**src/hw/rtl/utf8v_pkg.sv**
```systemverilog
// Shared constants, types and byte-classification functions for the UTF-8 text validator.
// No dependencies; the validator top level uses this package by scoped names.
`default_nettype none

package utf8v_pkg;

    localparam int unsigned LinesWidth   = 16;
    localparam int unsigned DataWidth    = 32;
    localparam int unsigned AddrWidth    = 3;
    localparam logic [LinesWidth-1:0] LinesResetValue = 16'd10;

    // register index, taken from paddr[2]
    localparam logic RegLinesToCheck = 1'b0;

    // range allowed for the first continuation byte
    localparam logic [2:0] KindNormal = 3'd0;  // 80..BF
    localparam logic [2:0] KindE0     = 3'd1;  // A0..BF
    localparam logic [2:0] KindED     = 3'd2;  // 80..9F
    localparam logic [2:0] KindF0     = 3'd3;  // 90..BF
    localparam logic [2:0] KindF4     = 3'd4;  // 80..8F

    localparam logic [7:0] ByteTab      = 8'h09;
    localparam logic [7:0] ByteLf       = 8'h0A;
    localparam logic [7:0] ByteCr       = 8'h0D;
    localparam logic [7:0] BytePrintLo  = 8'h20;
    localparam logic [7:0] BytePrintHi  = 8'h7E;
    localparam logic [7:0] ByteContLo   = 8'h80;
    localparam logic [7:0] ByteContHi   = 8'hBF;
    localparam logic [7:0] ByteContMid  = 8'h8F;
    localparam logic [7:0] ByteCont9F   = 8'h9F;
    localparam logic [7:0] ByteCont90   = 8'h90;
    localparam logic [7:0] ByteContA0   = 8'hA0;
    localparam logic [7:0] ByteLead2Lo  = 8'hC2;
    localparam logic [7:0] ByteLead2Hi  = 8'hDF;
    localparam logic [7:0] ByteE0       = 8'hE0;
    localparam logic [7:0] ByteED       = 8'hED;
    localparam logic [7:0] ByteEF       = 8'hEF;
    localparam logic [7:0] ByteF0       = 8'hF0;
    localparam logic [7:0] ByteF3       = 8'hF3;
    localparam logic [7:0] ByteF4       = 8'hF4;
    localparam logic [7:0] ByteBom1     = 8'hEF;
    localparam logic [7:0] ByteBom2     = 8'hBB;
    localparam logic [7:0] ByteBom3     = 8'hBF;

    typedef struct packed {
        logic       bad;
        logic       newline;
        logic       start;
        logic [1:0] left;
        logic [2:0] kind;
    } lead_class_t;

    function automatic logic cont_ok(input logic [7:0] b, input logic [2:0] kind);
        logic ok;
        unique case (kind)
            KindE0:  ok = (b >= ByteContA0) && (b <= ByteContHi);
            KindED:  ok = (b >= ByteContLo) && (b <= ByteCont9F);
            KindF0:  ok = (b >= ByteCont90) && (b <= ByteContHi);
            KindF4:  ok = (b >= ByteContLo) && (b <= ByteContMid);
            default: ok = (b >= ByteContLo) && (b <= ByteContHi);
        endcase
        return ok;
    endfunction

    function automatic lead_class_t classify(input logic [7:0] b);
        lead_class_t c;
        c = '0;
        priority if (b == ByteLf) begin
            c.newline = 1'b1;
        end
        else if (b == ByteTab || b == ByteCr || (b >= BytePrintLo && b <= BytePrintHi)) begin
            c = '0;
        end
        else if (b >= ByteLead2Lo && b <= ByteLead2Hi) begin
            c.start = 1'b1; c.left = 2'd1; c.kind = KindNormal;
        end
        else if (b == ByteE0) begin
            c.start = 1'b1; c.left = 2'd2; c.kind = KindE0;
        end
        else if (b == ByteED) begin
            c.start = 1'b1; c.left = 2'd2; c.kind = KindED;
        end
        else if (b > ByteE0 && b <= ByteEF) begin
            c.start = 1'b1; c.left = 2'd2; c.kind = KindNormal;
        end
        else if (b == ByteF0) begin
            c.start = 1'b1; c.left = 2'd3; c.kind = KindF0;
        end
        else if (b > ByteF0 && b <= ByteF3) begin
            c.start = 1'b1; c.left = 2'd3; c.kind = KindNormal;
        end
        else if (b == ByteF4) begin
            c.start = 1'b1; c.left = 2'd3; c.kind = KindF4;
        end
        else begin
            c.bad = 1'b1;
        end
        return c;
    endfunction

endpackage

`default_nettype wire

```
**src/hw/rtl/utf8_text_validator.sv**
```systemverilog
// Top level of the streaming UTF-8 text validator: byte checker, BOM detector, APB register.
// Depends on utf8v_pkg for constants, the lead-byte classifier and continuation checks.
//
// Usage:
//   Input channel (in_valid/in_ready): each request carries data_byte and end_of_text.
//   A request with end_of_text low is one byte of the text and yields nothing; a request
//   with end_of_text high ends the text and yields exactly one verdict on the output
//   channel (out_valid/out_ready): text_is_utf8 and bom_found.
//   Every byte is checked and folded into the running state in the cycle it is accepted,
//   so one request is taken every clock cycle unless an end request meets a waiting verdict.
//   The registered verdict shows on out_valid in the cycle after its end request is taken.
//   While a verdict waits (out_valid high, out_ready low) byte requests are still taken;
//   only a further end request is held off until the waiting verdict has gone.
//   lines_to_check (APB, byte address 0) sets how many LF-separated lines are checked;
//   bytes after that are only watched for the byte-order mark prefix.
//   Reset (rst_n low, asynchronous) clears the text state and output valid and loads
//   lines_to_check with 10. All text state clears again after each end request.
`default_nettype none

module utf8_text_validator (
    input  wire logic                                clk,
    input  wire logic                                rst_n,
    // input channel
    input  wire logic                                in_valid,
    output      logic                                in_ready,
    input  wire logic [7:0]                          data_byte,
    input  wire logic                                end_of_text,
    // output channel
    output      logic                                out_valid,
    input  wire logic                                out_ready,
    output      logic                                text_is_utf8,
    output      logic                                bom_found,
    // configuration port
    input  wire logic                                psel,
    input  wire logic                                penable,
    input  wire logic                                pwrite,
    input  wire logic [utf8v_pkg::AddrWidth-1:0]     paddr,
    input  wire logic [utf8v_pkg::DataWidth-1:0]     pwdata,
    output      logic [utf8v_pkg::DataWidth-1:0]     prdata,
    output      logic                                pready
);

    localparam int unsigned LW = utf8v_pkg::LinesWidth;

    // configuration
    logic [LW-1:0] lines_to_check_reg;

    // text state
    logic [1:0]    left_reg,    left_next;
    logic [2:0]    kind_reg,    kind_next;
    logic          first_reg,   first_next;
    logic          err_reg,     err_next;
    logic [LW-1:0] lines_reg,   lines_next;
    logic [1:0]    prefix_reg,  prefix_next;
    logic          bom_reg,     bom_next;

    // output register
    logic          out_valid_reg;
    logic          utf8_reg;
    logic          bomf_reg;

    logic                   in_fire;
    logic                   cfg_write;
    logic                   checking;
    logic [7:0]             bom_expect;
    logic [2:0]             cont_kind;
    utf8v_pkg::lead_class_t lead;
    logic                   verdict_bom;
    logic                   verdict_ok;

    // Take bytes even while a verdict waits; hold an end request until the slot frees.
    assign in_ready  = !end_of_text || !out_valid_reg || out_ready;
    assign in_fire   = in_valid && in_ready;

    assign out_valid    = out_valid_reg;
    assign text_is_utf8 = utf8_reg;
    assign bom_found    = bomf_reg;

    // ---------------------------------------------------------------- APB
    assign pready    = 1'b1;
    assign cfg_write = psel && penable && pwrite
                       && (paddr[2] == utf8v_pkg::RegLinesToCheck);
    always_comb
    begin
        prdata = '0;
        if (paddr[2] == utf8v_pkg::RegLinesToCheck)
        begin
            prdata[LW-1:0] = lines_to_check_reg;
        end
    end

    always_ff @(posedge clk or negedge rst_n)
    begin
        if (!rst_n)
        begin
            lines_to_check_reg <= utf8v_pkg::LinesResetValue;
        end
        else if (cfg_write)
        begin
            lines_to_check_reg <= pwdata[LW-1:0];
        end
    end

    // ---------------------------------------------------------------- byte path
    // Checking stays on while the completed line count is below the limit.
    assign checking = lines_reg < lines_to_check_reg;

    always_comb
    begin
        unique case (prefix_reg)
            2'd0:    bom_expect = utf8v_pkg::ByteBom1;
            2'd1:    bom_expect = utf8v_pkg::ByteBom2;
            default: bom_expect = utf8v_pkg::ByteBom3;
        endcase
    end

    // Only the first continuation byte of a sequence has a narrowed range.
    assign cont_kind   = first_reg ? kind_reg : utf8v_pkg::KindNormal;
    assign lead        = utf8v_pkg::classify(data_byte);
    assign verdict_bom = bom_reg && (prefix_reg == 2'd3);
    assign verdict_ok  = !err_reg && !(checking && (left_reg != 2'd0));

    always_comb
    begin
        left_next   = left_reg;
        kind_next   = kind_reg;
        first_next  = first_reg;
        err_next    = err_reg;
        lines_next  = lines_reg;
        prefix_next = prefix_reg;
        bom_next    = bom_reg;

        if (end_of_text)
        begin
            // drop all text state for the next text
            left_next   = 2'd0;
            kind_next   = utf8v_pkg::KindNormal;
            first_next  = 1'b0;
            err_next    = 1'b0;
            lines_next  = '0;
            prefix_next = 2'd0;
            bom_next    = 1'b1;
        end
        else
        begin
            // BOM watch over the first three bytes, whatever the checker does
            if (prefix_reg != 2'd3)
            begin
                if (data_byte != bom_expect)
                begin
                    bom_next = 1'b0;
                end
                prefix_next = prefix_reg + 2'd1;
            end

            if (!err_reg && checking)
            begin
                if (left_reg != 2'd0)
                begin
                    // inside a sequence: a newline cuts it, a bad continuation fails it
                    if (data_byte == utf8v_pkg::ByteLf
                        || !utf8v_pkg::cont_ok(data_byte, cont_kind))
                    begin
                        err_next = 1'b1;
                    end
                    else
                    begin
                        left_next  = left_reg - 2'd1;
                        first_next = 1'b0;
                    end
                end
                else
                begin
                    if (lead.newline)
                    begin
                        lines_next = lines_reg + LW'(1);
                    end
                    if (lead.bad)
                    begin
                        err_next = 1'b1;
                    end
                    if (lead.start)
                    begin
                        left_next  = lead.left;
                        kind_next  = lead.kind;
                        first_next = 1'b1;
                    end
                end
            end
        end
    end

    always_ff @(posedge clk or negedge rst_n)
    begin
        if (!rst_n)
        begin
            left_reg   <= 2'd0;
            kind_reg   <= utf8v_pkg::KindNormal;
            first_reg  <= 1'b0;
            err_reg    <= 1'b0;
            lines_reg  <= '0;
            prefix_reg <= 2'd0;
            bom_reg    <= 1'b1;
        end
        else if (in_fire)
        begin
            left_reg   <= left_next;
            kind_reg   <= kind_next;
            first_reg  <= first_next;
            err_reg    <= err_next;
            lines_reg  <= lines_next;
            prefix_reg <= prefix_next;
            bom_reg    <= bom_next;
        end
    end

    // ---------------------------------------------------------------- output register
    always_ff @(posedge clk or negedge rst_n)
    begin
        if (!rst_n)
        begin
            out_valid_reg <= 1'b0;
        end
        else if (in_fire && end_of_text)
        begin
            out_valid_reg <= 1'b1;
        end
        else if (out_ready)
        begin
            out_valid_reg <= 1'b0;
        end
    end

    always_ff @(posedge clk)
    begin
        if (in_fire && end_of_text)
        begin
            utf8_reg <= verdict_bom || verdict_ok;
            bomf_reg <= verdict_bom;
        end
    end

    // ---------------------------------------------------------------- assertions
    a_end_gives_verdict: assert property (@(posedge clk) disable iff (!rst_n)
        (in_fire && end_of_text) |=> out_valid)
        else $error("end request did not load a verdict");

    a_bom_implies_utf8: assert property (@(posedge clk) disable iff (!rst_n)
        (out_valid && bom_found) |-> text_is_utf8)
        else $error("BOM verdict without acceptance");

    a_first_in_sequence: assert property (@(posedge clk) disable iff (!rst_n)
        first_reg |-> (left_reg != 2'd0))
        else $error("first-continuation flag set outside a sequence");

    a_clear_after_end: assert property (@(posedge clk) disable iff (!rst_n)
        (in_fire && end_of_text) |=> (left_reg == 2'd0 && !err_reg && prefix_reg == 2'd0))
        else $error("text state not cleared after end request");

endmodule

`default_nettype wire

```
**config.mk**
```make
export PLATFORM = sky130hd
export DESIGN_NAME = utf8_text_validator
export DESIGN_NICKNAME = d
export VERILOG_FILES = /design/src/hw/rtl/utf8v_pkg.sv /design/src/hw/rtl/utf8_text_validator.sv
export SDC_FILE = /design/constraint.sdc
export NUM_CORES = 1
export LEC_CHECK = 0
export BUFFER_PORTS_ARGS = -buffer_cell sky130_fd_sc_hd__buf_4
export CAP_MARGIN = 20
export CORE_ASPECT_RATIO = 0.9
export CORE_UTILIZATION = 45
export CTS_BUF_LIST = sky130_fd_sc_hd__clkbuf_16
export DETAILED_ROUTE_END_ITERATION = 12
export PLACE_DENSITY = 0.71
export SLEW_MARGIN = 20
export SYNTH_ARGS = -nofsm -noshare
export SYNTH_HDL_FRONTEND = slang
export SYNTH_SLANG_ARGS = --single-unit
```
**constraint.sdc**
```tcl
create_clock -name clk -period 3.6 [get_ports clk]
set_input_delay 0.36 -clock clk [delete_from_list [all_inputs] [get_ports clk]]
set_output_delay 0.36 -clock clk [all_outputs]
set_load 0.02 [all_outputs]
```
# Word level (Yosys, flattened, before mapping)
# Index checks and enable logic that the tools add are counted.
dict set report op_classes {
  add_sub_neg 3
  multipliers 0
  div 0
  n_lt_le_gt_ge 15
  eq_ne 18
  n_shift 0
  n_mux 56
  bitwise 1
  reduce_logical 45
}
# operator n
set ops {}
lappend ops {{16-bit 2-to-1 mux} 5}
lappend ops {{6-bit 2-to-1 mux} 9}
lappend ops {{8-bit less-or-equal comparator, second input constant} 6}
lappend ops {{8-bit == test, second input constant} 4}
lappend ops {{8-bit greater-or-equal comparator, second input constant} 4}
lappend ops {{1-bit 2-to-1 mux} 28}
lappend ops {{8-bit by 4-bit == test with 1-bit output, second input constant} 3}
lappend ops {{1-bit logical AND} 18}
lappend ops {{16-bit by 1-bit adder with 16-bit output, second input constant} 1}
lappend ops {{8-bit greater-than comparator, second input constant} 2}
lappend ops {{16-bit < comparator} 1}
lappend ops {{4-bit AND reduction} 4}
lappend ops {{3-bit 2-to-1 mux} 5}
lappend ops {{2-bit 2-to-1 mux} 7}
lappend ops {{7-bit case mux with 2 select lines} 1}
lappend ops {{2-bit nonzero test} 7}
lappend ops {{8-bit by 6-bit greater-or-equal comparator with 1-bit output, second input constant} 1}
lappend ops {{8-bit by 7-bit less-or-equal comparator with 1-bit output, second input constant} 1}
lappend ops {{8-bit != test} 1}
lappend ops {{3-bit by 2-bit == test with 1-bit output, second input constant} 2}
lappend ops {{1-bit logical OR} 6}
lappend ops {{3-bit nonzero test} 2}
lappend ops {{1-bit zero test} 5}
lappend ops {{2-bit != test, second input constant} 2}
lappend ops {{13 further kinds} 13}
dict set report word_totals {
  ff_bits 45
  latch_bits 0
  ram_bits 0
  romBits 0
  out_inout_bits 37
  word_cells 149
  n_memories 0
}

# Depth between registers and ports, before layout
# Gate-level depths: netlist of the first run.
dict set report depth {
  ltp_word 14
  depth_mapped 10
  ltp_nobuf 8
}

# Least setup slack after synthesis of the first run
# Ideal clock, no wire load.
dict set report synth_path {
  path_kind {flip-flop to flip-flop}
  start {register lines_reg[11]}
  end {register lines_reg[6]}
  setup_time_ps 139
  arrival_ps 2577
  t_required_ps 3461
  slack_ps 883
  path_stages_with_launch 10
  synth_period_minus_slack_ps 2717
  cell_sequence {dfrtp_1 -> ha_1 -> a21oi_1 -> nor2_1 -> or4_4 -> or4b_4 -> buf_6 -> buf_2 -> o41ai_1 -> a21oi_1}
}
dict set report synth_between {
  elab_chain_len 4
}
# item line
set synth_lines {}
lappend synth_lines {{from (decl)} utf8_text_validator.sv:53} ;# logic [LW-1:0] lines_reg, lines_next;
lappend synth_lines {{from (signal assigned)} utf8_text_validator.sv:211} ;# lines_reg <= lines_next;
lappend synth_lines {{16-bit < comparator} utf8_text_validator.sv:106} ;# assign checking = lines_reg < lines_to_check_reg;
lappend synth_lines {{1-bit logical AND} utf8_text_validator.sv:156} ;# if (!err_reg && checking)
lappend synth_lines {{2-bit nonzero test (no source line)} --}
lappend synth_lines {{4-bit AND reduction (no source line)} --}
# No other way between the ends.
# A chain may end at the register's enable or synchronous reset.

# Worst setup path after layout of the first run
dict set report layout_path {
  start {register lines_to_check_reg[1]}
  end {register kind_reg[2]}
}
dict set report layout_between {
  elab_chain_len 4
}
# item line
set layout_lines {}
lappend layout_lines {{from (decl)} utf8_text_validator.sv:46} ;# logic [LW-1:0] lines_to_check_reg;
lappend layout_lines {{from (signal assigned)} utf8_text_validator.sv:96} ;# lines_to_check_reg <= utf8v_pkg::LinesResetValue;
lappend layout_lines {{from (signal assigned)} utf8_text_validator.sv:100} ;# lines_to_check_reg <= pwdata[LW-1:0];
lappend layout_lines {{16-bit < comparator} utf8_text_validator.sv:106}
lappend layout_lines {{1-bit logical AND} utf8_text_validator.sv:156}
lappend layout_lines {{2-bit nonzero test (no source line)} --}
lappend layout_lines {{4-bit AND reduction (no source line)} --}
lappend layout_lines {{to (signal assigned)} utf8_text_validator.sv:198} ;# kind_reg <= utf8v_pkg::KindNormal;
lappend layout_lines {{to (signal assigned)} utf8_text_validator.sv:208} ;# kind_reg <= kind_next;
lappend layout_lines {{to (decl)} utf8_text_validator.sv:50} ;# logic [2:0] kind_reg, kind_next;
# No other way between the ends.

==> flow_summary.toml, run 1 <==
[status]
status = "finished, final reports clean"

[timing]
report.final.slew_viol_count = 0
final_hold_viol_count = 0
min_period_ns = 3.33
hold_ws_ns = 0.0653
fmax_mhz = 300
max_slew_margin_pct = 41.3
setup_viol = 0
fin_skew_ns = 0.00526
worstMarginPinSlew_ns = 0.875
fin_ws_ns = 0.267
fin_setup_tns_ns = 0
rsz0062_at_grt = "no"
period_share_pct = 92.6

[detailed_routing]
antenna_left = 0
drt-initial-drc-count = 104
wl_met2_um = 3090
avgRoutedWirePerCell_um = 13.7
wl_met3_um = 194
met1_length_um = 2950
top_layer = "met4"
firstDrtPassIters = 4
drc = 0
wirelength_um = 6300
viasPerCell = 5.46
vias = 2507

[finish]
final_nets = 439
seq_area_um2 = 1140
multi_input_area_um2 = 1670
syn2layout_area_growth_pct = 16.4
diodes = 0
final_layout_size_suffix_gt1_share_pct = 22.8
final_common_cell = "buf_4"
utilization_pct = 54.1
fin_cells = 459
nFillCells = 608
fin_area_um2 = 3540
final_cell_mix = "buf_4, dfrtp_1, nor2_1, inv_1, ha_1"

[global_route]
antenna_found_initial = 0
overflow = 0
grt_max_degree = 44
track_usage_pct = 19.4
grt_pass1_vias = 2395
grt_pass1_wl_um = 10600

[synthesis]
ys_seq_area_share_pct = 37.4
yosys.cell_types.count = 60
syn_area_um2 = 3040
synth.avg_cell_area_um2 = 9.31
yosys-top-cells-area = "dfrtp_1, ha_1, mux2_2"
synth_seq_cells = 45
synth_edf_count = 2
yosys_warnings = 0
async_flop_share_pct = 95.6
synth_top_area_cell = "dfrtp_1"
syn_inst = 327
yosys.area.top_type_share_pct = 32.9
synth_flop_cell = "dfrtp_1"

[clock_tree]
cts_root_buf = "clkbuf_16"
numCtsBuffers = 5
h-tree-depth = 2
clk_latency_ns = 0.28
cts_tree = "built"
ctsResizeCount = 0
postCtsSetupBuffers = 0
clk_pin_slew_ns = 0.06
cts_buffer_depth = 2
cts.sinks = 45
ctsHoldBuffers = 0

[power]
p_per_area_nw_per_um2 = 429
ir_drop_v = 0.000176
power_mw = 1.52
p_leak_nw = 1.65

[worst_setup_path]
cp_slowest_cell = "or4b_4"
critical_path.max_fanout = 38
cp-start-kind = "flop"
critPathKind = "reg2reg"
endpoint_kind = "flop"
arrival_ns = 3.49
required_ns = 3.76
cp_cell_sequence = "inv_1 -> ha_1 -> a2111oi_0 -> nor4_1 -> or4b_4 -> o2bb2a_1 -> mux2_1"
max_stage_delay_ns = 0.76

[placed_design]
placed_area_um2 = 3410
dp_hpwl_um = 4600
place_congestion = 0.810
pre_cts_ws_ns = 0.383
portBuffers = 52
place_inst = 451

[die]
pin_count = 88
coreArea_um2 = 6550
num_rows = 28
start_util_pct = 46.5
fp.dieH_um = 80.0
die_w_um = 88.7
die_area_um2 = 7100

[flow_run]
maxCapViolCount = 0

[min_path]
worstHoldPathType = "in2async"
-- synthesized netlist by cell type (4+ instances only) --
| cell | instances |
|---|---|
| a21oi_1 | 15 |
| and3_1 | 5 |
| buf_4 | 17 |
| clkbuf_1 | 15 |
| dfrtp_1 | 40 |
| ha_1 | 20 |
| inv_1 | 21 |
| mux2_2 | 18 |
| nand2_1 | 19 |
| nand3_1 | 11 |
| nand4_1 | 4 |
| nor2_1 | 27 |
| nor2b_1 | 4 |
| nor3_1 | 6 |
| nor4_1 | 5 |
| o21ai_0 | 6 |
| o31ai_1 | 11 |
| or4_1 | 14 |
-- critical path, delay by kind of cell (launching register included) --
| family | cells | cell delay [ns] |
|---|---|---|
| compound gates | 2 | 1.06 |
| fa+ha+maj | 1 | 0.28 |
| buf+inv | 1 | 0.05 |
| flops | 1 | 0.52 |
| mux | 1 | 0.34 |
| simple gates | 2 | 0.95 |
-- where the power goes --
part	total, mW	internal [mW]	switching, mW
clock	0.428	0.250	0.178
combinational	0.453	0.197	0.256
sequential	0.640	0.588	0.0517
total	1.52	1.04	0.485
-- logic make-up (layout without fill, tap and decap cells) --
kind of cell             count (synthesis)  in the layout  share of synthesized area, %
AO/OA/AOI/OAI                           64             64                          14.5
XOR/XNOR                                 4              4                          1.15
adder cells (fa/ha/maj)                 20             20                          8.22
buffers and inverters                   56             83                          9.54
flip-flops                              45             45                          37.4
multiplexers                            21             21                          7.77
other                                    2             17                         0.247
AND/OR/NAND/NOR                        115            115                          21.1
-- metal layers --
metal / track usage (%) / up-vias
met5: 0 / -
met4: 6.45 / 0
met3: 4.65 / 6
met2: 32.5 / 49
met1: 24.4 / 1206
li1: - / 1246
-- area by class of cell --
cell class / instances / area share (%)
clock inverters: 3 / 0.318
well taps: 90 / 3.18
repair buffers: 54 / 11.4
multi-input cells: 241 / 47.1
inverters: 21 / 2.22
clock buffers: 5 / 3.53
flip-flops and latches: 45 / 32.2
-- final timing paths --
| kind | slack [ns] | cells past startpoint | to | start |
|---|---|---|---|---|
| max | 0.27 | 7 | kind_reg[2]$_DFFE_PN0P_ | lines_to_check_reg[1]$_DFFE_PN1P_ |
| max reg2reg | 0.27 | 7 | kind_reg[2]$_DFFE_PN0P_ | lines_to_check_reg[1]$_DFFE_PN1P_ |
| max in group asynchronous | 3.16 | 1 | out_valid$_DFFE_PN0P_ | rst_n |
| min | 0.07 | 1 | prefix_reg[1]$_DFFE_PN0P_ | rst_n |
| min reg2reg | 0.47 | 2 | bom_reg$_DFFE_PN1P_ | bom_reg$_DFFE_PN1P_ |
| min in group clk | 0.31 | 2 | lines_to_check_reg[2]$_DFFE_PN0P_ | pwdata[2] |
(Power assumes the default switching activity.)
==> run 2, diff against run 1 <==
- HOLD_SLACK_MARGIN: default -> 0.05
- clock period: 3.6 -> 3.7 ns (I/O delays scaled with it)
==> run 2 against run 1 <==
Effect of this change: via count decreased by 0.40%; non-clock buffer count did not move; hold slack improved by 0.017 ns; sequential share of layout area about the same; critical path type unchanged; critical endpoint unchanged; highest routed layer unchanged.
==> flow_summary.toml, run 2 (same netlist as run 1, synthesis figures left out) <==
[clock_tree]
cts_tree = "built"
numCtsBuffers = 5
cts.sinks = 45
clk_latency_ns = 0.29
ctsHoldBuffers = 0
ctsResizeCount = 0
clk_pin_slew_ns = 0.06
h-tree-depth = 2
cts_buffer_depth = 2
cts_root_buf = "clkbuf_16"
postCtsSetupBuffers = 0

[timing]
fin_setup_tns_ns = 0
report.final.slew_viol_count = 0
worstMarginPinSlew_ns = 0.857
period_share_pct = 88.1
rsz0062_at_grt = "no"
final_hold_viol_count = 0
setup_viol = 0
min_period_ns = 3.26
max_slew_margin_pct = 42.6
fin_skew_ns = 0.00386
fmax_mhz = 307

[detailed_routing]
antenna_left = 0
wirelength_um = 6580
drc = 0
vias = 2497
firstDrtPassIters = 4
viasPerCell = 5.44
avgRoutedWirePerCell_um = 14.3
drt-initial-drc-count = 155

[global_route]
antenna_found_initial = 0
grt_max_degree = 44
grt_pass1_wl_um = 10900
overflow = 0
grt_pass1_vias = 2323
track_usage_pct = 19.9

[placed_design]
placed_area_um2 = 3410
place_congestion = 0.806
portBuffers = 52
dp_hpwl_um = 4650

[worst_setup_path]
endpoint_kind = "flop"
max_stage_delay_ns = 0.76
cp_cell_sequence = "inv_1 -> ha_1 -> a2111oi_0 -> nor4_1 -> or4b_4 -> o2bb2a_1 -> mux2_1"
rr_startpoint = "lines_to_check_reg[1]$_DFFE_PN1P_"
r2r-end = "kind_reg[2]$_DFFE_PN0P_"
cp_slowest_cell = "or4b_4"
rrSetupSlack_ns = 0.44
critPathKind = "reg2reg"
cp-start-kind = "flop"
r2r_cells = 7
required_ns = 3.87
arrival_ns = 3.42
critical_path.max_fanout = 38

[min_path]
worstHoldPathType = "in2async"

[finish]
nFillCells = 613
fin_area_um2 = 3550
final_nets = 439
diodes = 0
final_layout_size_suffix_gt1_share_pct = 23.0
syn2layout_area_growth_pct = 16.5
final_cell_mix = "buf_4, dfrtp_1, nor2_1, inv_1, ha_1"
final_common_cell = "buf_4"

[die]
die_area_um2 = 7100
num_rows = 28
start_util_pct = 46.5
coreArea_um2 = 6550
die_w_um = 88.7
fp.dieH_um = 80.0
pin_count = 88

[power]
ir_drop_v = 0.000209
p_leak_nw = 1.65
p_per_area_nw_per_um2 = 423

[status]
status = "finished, final reports clean"

[flow_run]
maxCapViolCount = 0
run 2: cell types whose count changed in the layout (fill, tap and decap cells not counted):
| cell | previous run | this run |
|---|---|---|
| clkinv_1 | 1 | 0 |
| clkinvlp_4 | 0 | 1 |
run 2: worst max-delay path by stage:
stage                                            startpoint                  endpoint  slack [ns]  depth (start not counted)
after floorplan                   lines_reg[11]$_DFFE_PN0P_  lines_reg[6]$_DFFE_PN0P_        0.98                          9
after global placement    lines_to_check_reg[1]$_DFFE_PN1P_   kind_reg[2]$_DFFE_PN0P_        0.48                          7
after detailed placement  lines_to_check_reg[1]$_DFFE_PN1P_   kind_reg[2]$_DFFE_PN0P_        0.48                          7
after CTS                 lines_to_check_reg[1]$_DFFE_PN1P_   kind_reg[2]$_DFFE_PN0P_        0.44                          7
after global routing      lines_to_check_reg[1]$_DFFE_PN1P_   kind_reg[2]$_DFFE_PN0P_        0.25                          7
final                     lines_to_check_reg[1]$_DFFE_PN1P_   kind_reg[2]$_DFFE_PN0P_        0.44                          7
run 2: metal layers:
metal / vias up / GRT usage [%] / part of all wire [%]
li1: 1254 / - / -
met1: 1203 / 25.9 / 48
met2: 35 / 33.5 / 48
met3: 5 / 3.62 / 2.8
met4: 0 / 5.65 / 1.1
met5: - / 0 / 0
run 2: where the power goes:
part           total (mW)  switching [mW]  internal, mW
logic               0.445           0.253         0.192
clock network       0.433           0.188         0.246
registers           0.622          0.0498         0.572
run 2: metrics by stage:
stage          std cells  util (%)  hold WS [ns]  setup slack (ns)  power, mW
2_1_floorplan        342         -        0.0744             0.983      0.955
3_3_place_gp         451      52.0         0.409             0.481       1.06
3_5_place_dp         451      52.0         0.411             0.482       1.07
4_1_cts              459      54.1         0.106             0.444       1.51
5_1_grt              459      54.1         0.132             0.251       1.59
6_report             459      54.1        0.0828             0.442       1.50
run 2: critical path: cells and delay by family (launching register included):
kind                     cells  cell delay [ns]
AO/OA/AOI/OAI                2             0.99
adder cells (fa/ha/maj)      1             0.28
buffers and inverters        1             0.05
flip-flops                   1             0.53
multiplexers                 1             0.34
AND/OR/NAND/NOR              2             0.94
run 2: area by class of cell:
type	count	area, µm²	area share (%)
timing repair buffer	54	405	11.4
clock buffer	5	125	3.53
multi-input combinational	241	1670	47.1
clock inverter	3	15.0	0.423
sequential	45	1140	32.1
inverter	21	78.8	2.22
tap	90	113	3.17
==> run 3, diff against run 2 <==
- CAP_MARGIN: 20 -> default
- REMOVE_ABC_BUFFERS: default -> 1
==> run 3 against run 2 <==
Effect of this change: sequential share of layout area fell by 0.19 points; via count rose by 2.7%; routed wire length fell by 0.68%; sequential power barely moved; clock skew rose by 0.0025 ns; largest power group unchanged; highest routed layer unchanged.
==> flow_summary.toml, run 3 (same netlist as run 1, synthesis figures left out) <==
[status]
status = "finished, final reports clean"

[timing]
fmax_mhz = 315
setup_viol = 0
max_slew_margin_pct = 41.4
period_share_pct = 85.8
fin_setup_tns_ns = 0
rsz0062_at_grt = "no"
report.final.slew_viol_count = 0
hold_ws_ns = 0.0822
worstMarginPinSlew_ns = 0.875
final_hold_viol_count = 0
min_period_ns = 3.17
fin_skew_ns = 0.00634

[worst_setup_path]
critical_path.max_fanout = 38
cp_cell_sequence = "inv_1 -> ha_1 -> a2111oi_0 -> nor4_1 -> or4b_4 -> o2bb2a_1 -> mux2_1"
cp-endpoint = "kind_reg[2]$_DFFE_PN0P_"
cp-start-kind = "flop"
arrival_ns = 3.34
r2r_cells = 7
critical_path.top_delay_family = "compound AO/OA/AOI/OAI gates"
rrSetupSlack_ns = 0.53
required_ns = 3.87
cp.depth = 7
startpoint = "lines_to_check_reg[1]$_DFFE_PN1P_"
rr_startpoint = "lines_to_check_reg[1]$_DFFE_PN1P_"
critPathKind = "reg2reg"
timing.critical_path.buf_inv = 1
r2r-end = "kind_reg[2]$_DFFE_PN0P_"
max_stage_delay_ns = 0.75
cp_slowest_cell = "or4b_4"
endpoint_kind = "flop"

[detailed_routing]
vias = 2564
wirelength_um = 6530
viasPerCell = 5.59
drt-initial-drc-count = 171
avgRoutedWirePerCell_um = 14.2
drc = 0
antenna_left = 0
firstDrtPassIters = 4

[power]
combPwrFrac_pct = 28.5
p_per_area_nw_per_um2 = 432
p_sw_share_pct = 31.7
ir_drop_v = 0.000186
power_mw = 1.54
p_seq_share_pct = 40.4
clkPwrFrac_pct = 31.1
p_int_mw = 1.05
p_leak_nw = 1.65
switching_power_mw = 0.489

[clock_tree]
cts_tree = "built"
numCtsBuffers = 5
cts_root_buf = "clkbuf_16"
clk_latency_ns = 0.29
cts.sinks = 45
clk_pin_slew_ns = 0.07
ctsResizeCount = 0
postCtsSetupBuffers = 0
cts_buffer_depth = 2
ctsHoldBuffers = 0
h-tree-depth = 2

[finish]
utilization_pct = 54.5
nFillCells = 612
diodes = 0
fin_cells = 459
final_cell_mix = "buf_4, dfrtp_1, nor2_1, inv_1, ha_1"
final_common_cell = "buf_4"
final_nets = 439
final_layout_size_suffix_gt1_share_pct = 23.3
syn2layout_area_growth_pct = 17.2

[global_route]
overflow = 0
grt_pass1_vias = 2440
antenna_found_initial = 0
grt_pass1_wl_um = 11300
grt_max_degree = 44
track_usage_pct = 20.5

[die]
start_util_pct = 46.5
pin_count = 88
fp.dieH_um = 80.0
coreArea_um2 = 6550
die_w_um = 88.7
num_rows = 28
die_area_um2 = 7100

[placed_design]
place_inst = 451
place_congestion = 0.779
dp_hpwl_um = 4750
portBuffers = 52

[min_path]
worstHoldPathType = "in2async"

[flow_run]
maxCapViolCount = 0
==> run 3: metal layers <==
layer  routed length, µm  vias up  track usage (%)
li1                    -     1247                -
met1                3040     1256             27.7
met2                3180       54             33.2
met3                 242        7             3.72
met4                  69        0             5.81
met5                   0        -                0
==> run 3: through the flow <==
stage	setup slack, ns	cell area, µm²
CTS	0.561	3570
global route	0.372	3570
global placement	0.617	3410
floorplan	0.923	2890
finish	0.527	3570
detailed placement	0.604	3410
==> run 3: cell type report <==
| type | count | area [µm²] | area share, % |
|---|---|---|---|
| Clock inverter | 2 | 11.3 | 0.316 |
| Tap cell | 90 | 113 | 3.16 |
| Clock buffer | 6 | 150 | 4.21 |
| Inverter | 21 | 78.8 | 2.21 |
| Sequential cell | 45 | 1140 | 31.9 |
| Timing Repair Buffer | 54 | 405 | 11.4 |
| Multi-Input combinational cell | 241 | 1670 | 46.8 |
==> run 3: worst min path at each step <==
stage                      from                                end  slack (ns)
after CTS                 rst_n           lines_reg[1]$_DFFE_PN0P_        0.10
after global routing      rst_n  lines_to_check_reg[2]$_DFFE_PN0P_        0.13
after global placement    rst_n            kind_reg[1]$_DFFE_PN0P_        0.41
after floorplan           rst_n                err_reg$_DFFE_PN0P_        0.07
after detailed placement  rst_n            kind_reg[2]$_DFFE_PN0P_        0.41
final                     rst_n          lines_reg[15]$_DFFE_PN0P_        0.08
==> run 3: worst register-to-register path, cell delays in order (launching register included) <==
cell and delay, ns:
dfstp_2 0.53, inv_1 0.05, ha_1 0.29, a2111oi_0 0.55, nor4_1 0.17, or4b_4 0.75, o2bb2a_1 0.39, mux2_1 0.33
==> run 3: power groups by stage <==
stage                     registers, mW  clock network (mW)  logic, mW
final                             0.623               0.479      0.439
after global routing              0.634               0.507      0.497
after CTS                         0.623               0.488      0.443
after detailed placement          0.632                   0      0.440
after global placement            0.628                   0      0.428
after floorplan                   0.622                   0      0.292
